`src/rtl/point_cloud_raster_plotter_unit_macros.svh`:
```
// Assertion macros for the point cloud raster plotter.
// Used by the top level; no other dependencies.
`ifndef POINT_CLOUD_RASTER_PLOTTER_UNIT_MACROS_SVH
`define POINT_CLOUD_RASTER_PLOTTER_UNIT_MACROS_SVH

// Same-cycle implication, disabled during reset
`define PCRP_ASSERT_NOW(label, clk, rst_n, ante, cons, msg) \
    label: assert property (@(posedge clk) disable iff (!(rst_n)) (ante) |-> (cons)) \
        else $error(msg);

// Next-cycle implication, disabled during reset
`define PCRP_ASSERT_NEXT(label, clk, rst_n, ante, cons, msg) \
    label: assert property (@(posedge clk) disable iff (!(rst_n)) (ante) |=> (cons)) \
        else $error(msg);

`endif

```
`src/rtl/pcrp_pkg.sv`:
```
// Shared types and constants for the point cloud raster plotter.
// No dependencies; the RTL modules refer to it by scoped names and the testbench imports it.
package pcrp_pkg;

    localparam int MAX_WIDTH  = 256;
    localparam int MAX_HEIGHT = 256;

    localparam int CFG_W  = 9;
    localparam int DIM_W  = $clog2(((MAX_WIDTH > MAX_HEIGHT) ? MAX_WIDTH : MAX_HEIGHT) + 1);
    localparam int A_W    = 17;
    localparam int B_W    = ((DIM_W > 8) ? DIM_W : 8) + 1;
    localparam int P_W    = A_W + B_W;
    localparam int T_W    = P_W + 1;
    localparam int N_W    = T_W + 1;
    localparam int D_W    = 18;
    localparam int CNT_W  = $clog2(N_W + 1);
    localparam int CI_W   = (MAX_WIDTH > 1) ? $clog2(MAX_WIDTH) : 1;
    localparam int RI_W   = (MAX_HEIGHT > 1) ? $clog2(MAX_HEIGHT) : 1;
    localparam int DEPTH  = MAX_WIDTH * MAX_HEIGHT;
    localparam int ADDR_W = (DEPTH > 1) ? $clog2(DEPTH) : 1;
    localparam int PIX_MAX = 255;

    // Configuration register indexes
    localparam logic CFG_IMAGE_WIDTH  = 1'b0;
    localparam logic CFG_IMAGE_HEIGHT = 1'b1;

    typedef enum logic [1:0] {
        OP_CLEAR = 2'd0,
        OP_SCAN  = 2'd1,
        OP_PLOT  = 2'd2,
        OP_READ  = 2'd3
    } t_op;

    typedef enum logic [1:0] {
        SEL_COL = 2'd0,
        SEL_ROW = 2'd1,
        SEL_VAL = 2'd2
    } t_sel;

    typedef struct packed {
        t_op                opcode;
        logic signed [15:0] x_coord;
        logic signed [15:0] y_coord;
        logic [15:0]        intensity;
        logic [7:0]         read_row;
        logic [7:0]         read_col;
    } t_in;

    typedef struct packed {
        logic [7:0] pixel_value;
        logic       plotted;
        logic [7:0] plot_col;
        logic [7:0] plot_row;
        logic       scale_error;
    } t_out;

    // Controller to datapath commands
    typedef struct packed {
        logic accept;
        logic clr_start;
        logic clr_step;
        logic scan;
        logic prep;
        logic div_start;
        logic take;
        logic fin;
        logic rd;
        logic rd_out;
        logic res_zero;
        logic res_err;
        t_sel sel;
    } t_cmd;

    // Datapath to controller status
    typedef struct packed {
        logic clr_last;
        logic div_done;
        logic scale_zero;
    } t_stat;

endpackage

```
`src/rtl/pcrp_ctrl.sv`:
```
// Controller state machine: sequences clear sweep, scans, plots and reads.
// Depends on pcrp_pkg.
module pcrp_ctrl (
    input  logic             i_clk,
    input  logic             i_rst_n,
    input  logic             i_start,
    input  pcrp_pkg::t_op    i_opcode,
    input  pcrp_pkg::t_stat  i_stat,
    output pcrp_pkg::t_cmd   o_cmd,
    output logic             o_busy,
    output logic             o_done
);

    typedef enum logic [7:0] {
        S_CLEAR = 8'b0000_0001,
        S_IDLE  = 8'b0000_0010,
        S_PREP  = 8'b0000_0100,
        S_START = 8'b0000_1000,
        S_WAIT  = 8'b0001_0000,
        S_FIN   = 8'b0010_0000,
        S_READ  = 8'b0100_0000,
        S_RDOUT = 8'b1000_0000
    } t_state;

    t_state          r_state, n_state;
    pcrp_pkg::t_sel  r_sel, n_sel;
    logic            r_clr_item, n_clr_item;
    logic            r_done, n_done;
    pcrp_pkg::t_cmd  cmd;

    always_comb begin
        n_state    = r_state;
        n_sel      = r_sel;
        n_clr_item = r_clr_item;
        n_done     = 1'b0;
        cmd        = '0;
        cmd.sel    = r_sel;
        unique case (r_state)
            S_CLEAR: begin
                cmd.clr_step = 1'b1;
                if (i_stat.clr_last) begin
                    n_state = S_IDLE;
                    if (r_clr_item) begin
                        cmd.res_zero = 1'b1;
                        n_done       = 1'b1;
                    end
                end
            end
            S_IDLE: begin
                if (i_start) begin
                    cmd.accept = 1'b1;
                    unique case (i_opcode)
                        pcrp_pkg::OP_CLEAR: begin
                            cmd.clr_start = 1'b1;
                            n_clr_item    = 1'b1;
                            n_state       = S_CLEAR;
                        end
                        pcrp_pkg::OP_SCAN: begin
                            cmd.scan     = 1'b1;
                            cmd.res_zero = 1'b1;
                            n_done       = 1'b1;
                        end
                        pcrp_pkg::OP_PLOT: begin
                            if (i_stat.scale_zero) begin
                                cmd.res_err = 1'b1;
                                n_done      = 1'b1;
                            end else begin
                                n_sel   = pcrp_pkg::SEL_COL;
                                n_state = S_PREP;
                            end
                        end
                        pcrp_pkg::OP_READ: begin
                            n_state = S_READ;
                        end
                        default: begin
                            n_state = S_IDLE;
                        end
                    endcase
                end
            end
            S_PREP: begin
                cmd.prep = 1'b1;
                n_state  = S_START;
            end
            S_START: begin
                cmd.div_start = 1'b1;
                n_state       = S_WAIT;
            end
            S_WAIT: begin
                if (i_stat.div_done) begin
                    cmd.take = 1'b1;
                    unique case (r_sel)
                        pcrp_pkg::SEL_COL: begin
                            n_sel   = pcrp_pkg::SEL_ROW;
                            n_state = S_PREP;
                        end
                        pcrp_pkg::SEL_ROW: begin
                            n_sel   = pcrp_pkg::SEL_VAL;
                            n_state = S_PREP;
                        end
                        default: begin
                            n_state = S_FIN;
                        end
                    endcase
                end
            end
            S_FIN: begin
                cmd.fin = 1'b1;
                n_done  = 1'b1;
                n_state = S_IDLE;
            end
            S_READ: begin
                cmd.rd  = 1'b1;
                n_state = S_RDOUT;
            end
            S_RDOUT: begin
                cmd.rd_out = 1'b1;
                n_done     = 1'b1;
                n_state    = S_IDLE;
            end
            default: begin
                n_state = S_IDLE;
            end
        endcase
    end

    // Reset starts with a sweep of the pixel store
    always_ff @(posedge i_clk) begin
        if (!i_rst_n) begin
            r_state    <= S_CLEAR;
            r_sel      <= pcrp_pkg::SEL_COL;
            r_clr_item <= 1'b0;
            r_done     <= 1'b0;
        end else begin
            r_state    <= n_state;
            r_sel      <= n_sel;
            r_clr_item <= (n_state == S_CLEAR) ? n_clr_item : 1'b0;
            r_done     <= n_done;
        end
    end

    assign o_cmd  = cmd;
    assign o_busy = r_state != S_IDLE;
    assign o_done = r_done;

endmodule

```
`config.mk`:
```
export PLATFORM = sky130hd
export DESIGN_NAME = pcrp_ctrl
export DESIGN_NICKNAME = d
export VERILOG_FILES = /design/src/rtl/point_cloud_raster_plotter_unit_macros.svh /design/src/rtl/pcrp_pkg.sv /design/src/rtl/pcrp_ctrl.sv
export SDC_FILE = /design/constraint.sdc
export NUM_CORES = 1
export LEC_CHECK = 0
export BUFFER_PORTS_ARGS = -buffer_cell sky130_fd_sc_hd__buf_2
export CORE_ASPECT_RATIO = 0.75
export CORE_MARGIN = 4
export CORE_UTILIZATION = 52
export CTS_CLUSTER_DIAMETER = 80
export DETAILED_ROUTE_END_ITERATION = 8
export PLACE_DENSITY_LB_ADDON = 0.2
export REMOVE_ABC_BUFFERS = 1
export SYNTH_ARGS = -nofsm -noshare
export SYNTH_HDL_FRONTEND = slang
export SYNTH_SLANG_ARGS = --single-unit
```
`constraint.sdc`:
```
create_clock -name i_clk -period 2 [get_ports i_clk]
set_input_delay 0.3 -clock i_clk [delete_from_list [all_inputs] [get_ports i_clk]]
set_output_delay 0.3 -clock i_clk [all_outputs]
set_load 0.03 [all_outputs]
```
Word level (Yosys, flattened, before mapping)

Cells that the tools add are included.

Bits in read-only memories: 0
Flip-flop bits (word level): 12
Input bits: 8
Logic and storage cells: 68
Memories: 0
Memory bits (writable): 0
Latch bits: 0
Output and inout bits: 16

Reductions and logical operators: 8
Mux-type cells: 37
Order comparisons: 0
Bitwise operators: 0
Eq/ne operators: 19
Shift-type cells: 0
$mul: 0
Add/subtract/negate cells: 0
Divide/modulo/power cells: 0

Operator list:

| kind                                                  | number |
|---|---|
| one-hot mux 8 bit (6 select lines)                    | 1 |
| 2-to-1 mux 8 bit                                      | 4 |
| one-hot mux 8 bit (3 select lines)                    | 1 |
| 2-to-1 mux 1 bit                                      | 18 |
| == test 8 x 1 -> 1 bit, second input constant         | 2 |
| 2-to-1 mux 2 bit                                      | 7 |
| == test 8 x 2 -> 1 bit, second input constant         | 1 |
| == test 8 x 3 -> 1 bit, second input constant         | 1 |
| == test 8 x 4 -> 1 bit, second input constant         | 1 |
| == test 8 x 5 -> 1 bit, second input constant         | 1 |
| == test 8 x 6 -> 1 bit, second input constant         | 1 |
| == test 8 x 7 -> 1 bit, second input constant         | 1 |
| == test 8 bit, second input constant                  | 1 |
| inequality test 8 x 2 -> 1 bit, second input constant | 1 |
| one-hot mux 2 bit (2 select lines)                    | 2 |
| 2-to-1 mux 6 bit                                      | 1 |
| inequality test 2 bit, second input constant          | 3 |
| AND reduction 6 bit                                   | 1 |
| == test 2 x 1 -> 1 bit, second input constant         | 2 |
| == test 2 bit, second input constant                  | 2 |
| logical NOT 2 bit                                     | 2 |
| one-hot mux 1 bit (2 select lines)                    | 2 |
| OR reduction 2 bit                                    | 2 |
| inequality test 3 x 1 -> 1 bit, second input constant | 1 |
| other kinds (5)                                       | 5 |

Longest topological paths before layout

Depth after elaboration: 7
Gate-level depth with buffers: 6

Worst setup path after synthesis

No wires, ideal clock.

Path type: flip-flop to output port
Start point: register r_state[3]
End point: output port o_cmd[3] in the netlist's numbering
Buffers on the path: 1
Arrival: 1.943 ns
Data required time: 1.700 ns
Slack: -0.243 ns
Cell stages (with the launch flop): 6
Cells stage by stage: dfxtp_1 > buf_2 > or3_4 > nor3_4 > and2_1 > or2_1

RTL lines:

| what                   | line             | source |
|---|---|---|
| start, declared        | pcrp_ctrl.sv:25  | `t_state r_state, n_state;` |
| start signal, assigned | pcrp_ctrl.sv:135 | `r_state <= n_state;` |
| end, declared          | pcrp_ctrl.sv:9   | `output pcrp_pkg::t_cmd o_cmd,` |

==> metrics.cfg <==
[worst_hold_path]
min_path_type=in2reg
hold_start=i_rst_n
min_to=r_state[0]$_SDFF_PN1_
whs_path_depth=2

[die]
die_width_um=57.5
die-area_mm2=0.00260
pin_count=24
die_h_um=45.1
row_count=13
start_util=0.549
core_mm2=0.00174

[placement]
dp_hpwl_um=1920
port_buffers=23
dp_cells=155
place.gp.congestion=0.846
placed_cell_area_mm2=0.00111
pre_cts_ws_ns=0.258

[yosys]
syn_inst=110
ys_types=49
ys_ff_latch=12
seq_area_frac_synth=0.251
yosys_warnings=0
syn_area_um2=956
ys_async_sr_fraction=0
synthTopCellsByArea=dfxtp_1 25%, ha_1 6.5%, nor4_2 3.9%
synth-edff-count=0
synth_flop_cell=dfxtp_1
synth.largest_area_cell=dfxtp_1
syn_area_per_cell_um2=8.69
synth_top_area_share=0.251

[route]
antenna_left=0
vias=972
dr.pass1.iters=4
post_drt_wl_per_cell_um=16.5
drt-total-wl_um=2660
drc_errors=0
via_per_inst=6.04
drtIter0Drc=44

[clock_tree]
clock_path_buffers=2
cts-root-buf=clkbuf_4
clkLatencyLatePin_ns=0.28
clk_pin_slew_worst_paths_ns=0.08
htreeDepth=1
hold_buffers=0
cts_tree=done
cts.sinks=12
numCtsBuffers=3

[timing]
min_period_ns=2.01
fin_tns_setup_ns=-0.00762
clock_skew_ns=0.00166
period_share=1.00
worst_slew_pin_slew_ns=0.444
setup_viol=1
fin_ws_ns=-0.00762
rsz0062_at_grt=true
max_freq_mhz=498
max_slew_margin=0.700
maxSlewViolCount=0
finalHoldViolCount=0

[critical_path]
slowest_stage=or3_4
path_cells=or3_4 > nor3_4 > and2_4 > or2_1 > buf_6
crit_arrival_ns=1.71
startpoint_type=flip-flop
critPathMaxStageDelay_ns=0.42
worstPathRequired_ns=1.70
crit_family=simple AND/OR/NAND/NOR gates
rrSetupSlack_ns=0.37
r2r-end=r_sel[0]$_SDFFE_PN0P_
end_kind=output pin
crit_type=reg2out
r2r-start=r_state[2]$_SDFF_PN0_
crit_path_max_fanout=4
cp_num_buf_inv=1
reg2reg_depth=6

[global_route]
grtUsageTotal=0.215
grt_pass1_wl_um=4150
grt_remaining_overflow=0
grt_max_degree=14
antenna_found_initial=0
grt_pass1_vias=875

[final_layout]
drive_gt1_frac=0.410
area_growth_pct=27.2
antenna_cells=0
final_cells=161
nets=153
final_design_area_no_fill_mm2=0.00122
fillers=143

[job]
cap_violations=0

[power]
p_comb_frac=0.214
ir_drop_mv=0.639
switchingPower_w=0.000185
p_per_area_mw_per_mm2=487
seq_power_share=0.442
finalPower_w=0.000592
power.internal_w=0.000407
clock_power_share=0.345
p_leak_nw=0.562
swShare=0.313

[status]
outcome=complete, but fails checks
failed_checks=setup timing

==> metrics by stage <==
| stage | utilization | hold WS, ns |
|---|---|---|
| 2_1_floorplan | - | 0.362 |
| 3_3_place_gp | 0.637 | 0.474 |
| 3_5_place_dp | 0.637 | 0.514 |
| 4_1_cts | 0.672 | 0.308 |
| 5_1_grt | 0.699 | 0.297 |
| 6_report | 0.699 | 0.316 |
==> state kept, by name (all words and copies together) (netlist names) <==
signal      cells
r_state         8
r_clr_item      1
o_done          1
r_sel           2
==> worst register-to-register path: cells and delay by family, from the launching register on <==
kind,cells,cell delay [ns]
AO/OA/AOI/OAI,2,0.48
AND/OR/NAND/NOR,1,0.20
multiplexers,1,0.24
buffers and inverters,2,0.32
flip-flops,1,0.33
==> layout by cell type (no fill, tap or decap), types with 3 or more instances in the layout <==
cell	instances
a21oi_1	3
and2_1	3
buf_2	21
buf_4	9
clkbuf_4	3
dfxtp_1	8
dfxtp_2	3
ha_1	5
inv_1	6
nand2_1	8
nor2_1	5
nor2b_1	4
o21ai_0	3
==> cell type report <==
| cell class | count | area (um^2) | share of cell area |
|---|---|---|---|
| repair buffers | 31 | 184 | 0.151 |
| clock buffers | 4 | 36.3 | 0.0298 |
| multi-input cells | 86 | 698 | 0.574 |
| inverters | 6 | 22.5 | 0.0185 |
| well taps | 22 | 27.5 | 0.0226 |
| flip-flops and latches | 12 | 248 | 0.204 |
==> worst max path at each step <==
stage                 to             startpoint  cells after the start
6_report        o_cmd[3]  r_state[3]$_SDFF_PN0_                      5
5_1_grt         o_cmd[3]  r_state[6]$_SDFF_PN0_                      5
4_1_cts        o_cmd[12]  r_state[2]$_SDFF_PN0_                      6
2_1_floorplan   o_cmd[3]  r_state[4]$_SDFF_PN0_                      4
3_5_place_dp    o_cmd[3]  r_state[7]$_SDFF_PN0_                      5
3_3_place_gp    o_cmd[3]  r_state[2]$_SDFF_PN0_                      5
==> layer usage <==
| layer | wire length (um) | share of wire | up-vias | global-route usage |
|---|---|---|---|---|
| li1 | - | - | 460 | - |
| met1 | 1180 | 0.44 | 454 | 0.291 |
| met2 | 1190 | 0.45 | 49 | 0.324 |
| met3 | 218 | 0.082 | 9 | 0.0600 |
| met4 | 77 | 0.029 | 0 | 0.0880 |
| met5 | 0 | 0 | - | 0 |
==> repair_timing <==
item,in CTS,in global routing
pin swaps,1,4
setup buffers,1,1
setup endpoints to repair,2,4
resized for setup,5,12
==> cells by family (layout without fill, tap and decap cells) <==
family,Yosys count,in the layout,synth area share
buffers and inverters,12,41,0.0602
and+or+nand+nor,60,60,0.444
muxes,2,2,0.0209
xor gates and xnor gates,2,2,0.0183
adders and majority gates,5,5,0.0654
DFF,12,12,0.251
AOI/OAI and AO/OA,17,17,0.140
==> power groups by stage <==
stage | Clock [W] | Combinational [W] | Sequential [W]
2_1_floorplan | 0 | 0.0000823 | 0.000261
3_3_place_gp | 0 | 0.000117 | 0.000264
3_5_place_dp | 0 | 0.000119 | 0.000264
4_1_cts | 0.000205 | 0.000122 | 0.000261
5_1_grt | 0.000221 | 0.000137 | 0.000263
6_report | 0.000204 | 0.000127 | 0.000261
==> Yosys cell counts (2+ instances only) <==
| cell | number |
|---|---|
| nor4_2 | 3 |
| nor3_1 | 4 |
| or3_1 | 3 |
| nor3b_2 | 2 |
| nor4b_1 | 2 |
| buf_2 | 4 |
| a21oi_1 | 3 |
| nand3_1 | 3 |
| and2_1 | 4 |
| o21ai_0 | 3 |
| nand2b_1 | 2 |
| ha_1 | 5 |
| dfxtp_1 | 12 |
| inv_1 | 6 |
| mux2i_1 | 2 |
| and3_1 | 2 |
| and4_1 | 2 |
| nor2b_1 | 4 |
| nand2_1 | 9 |
| and3b_1 | 2 |
| nor2_1 | 5 |
Note: power is estimated with default switching activity, not from simulation.
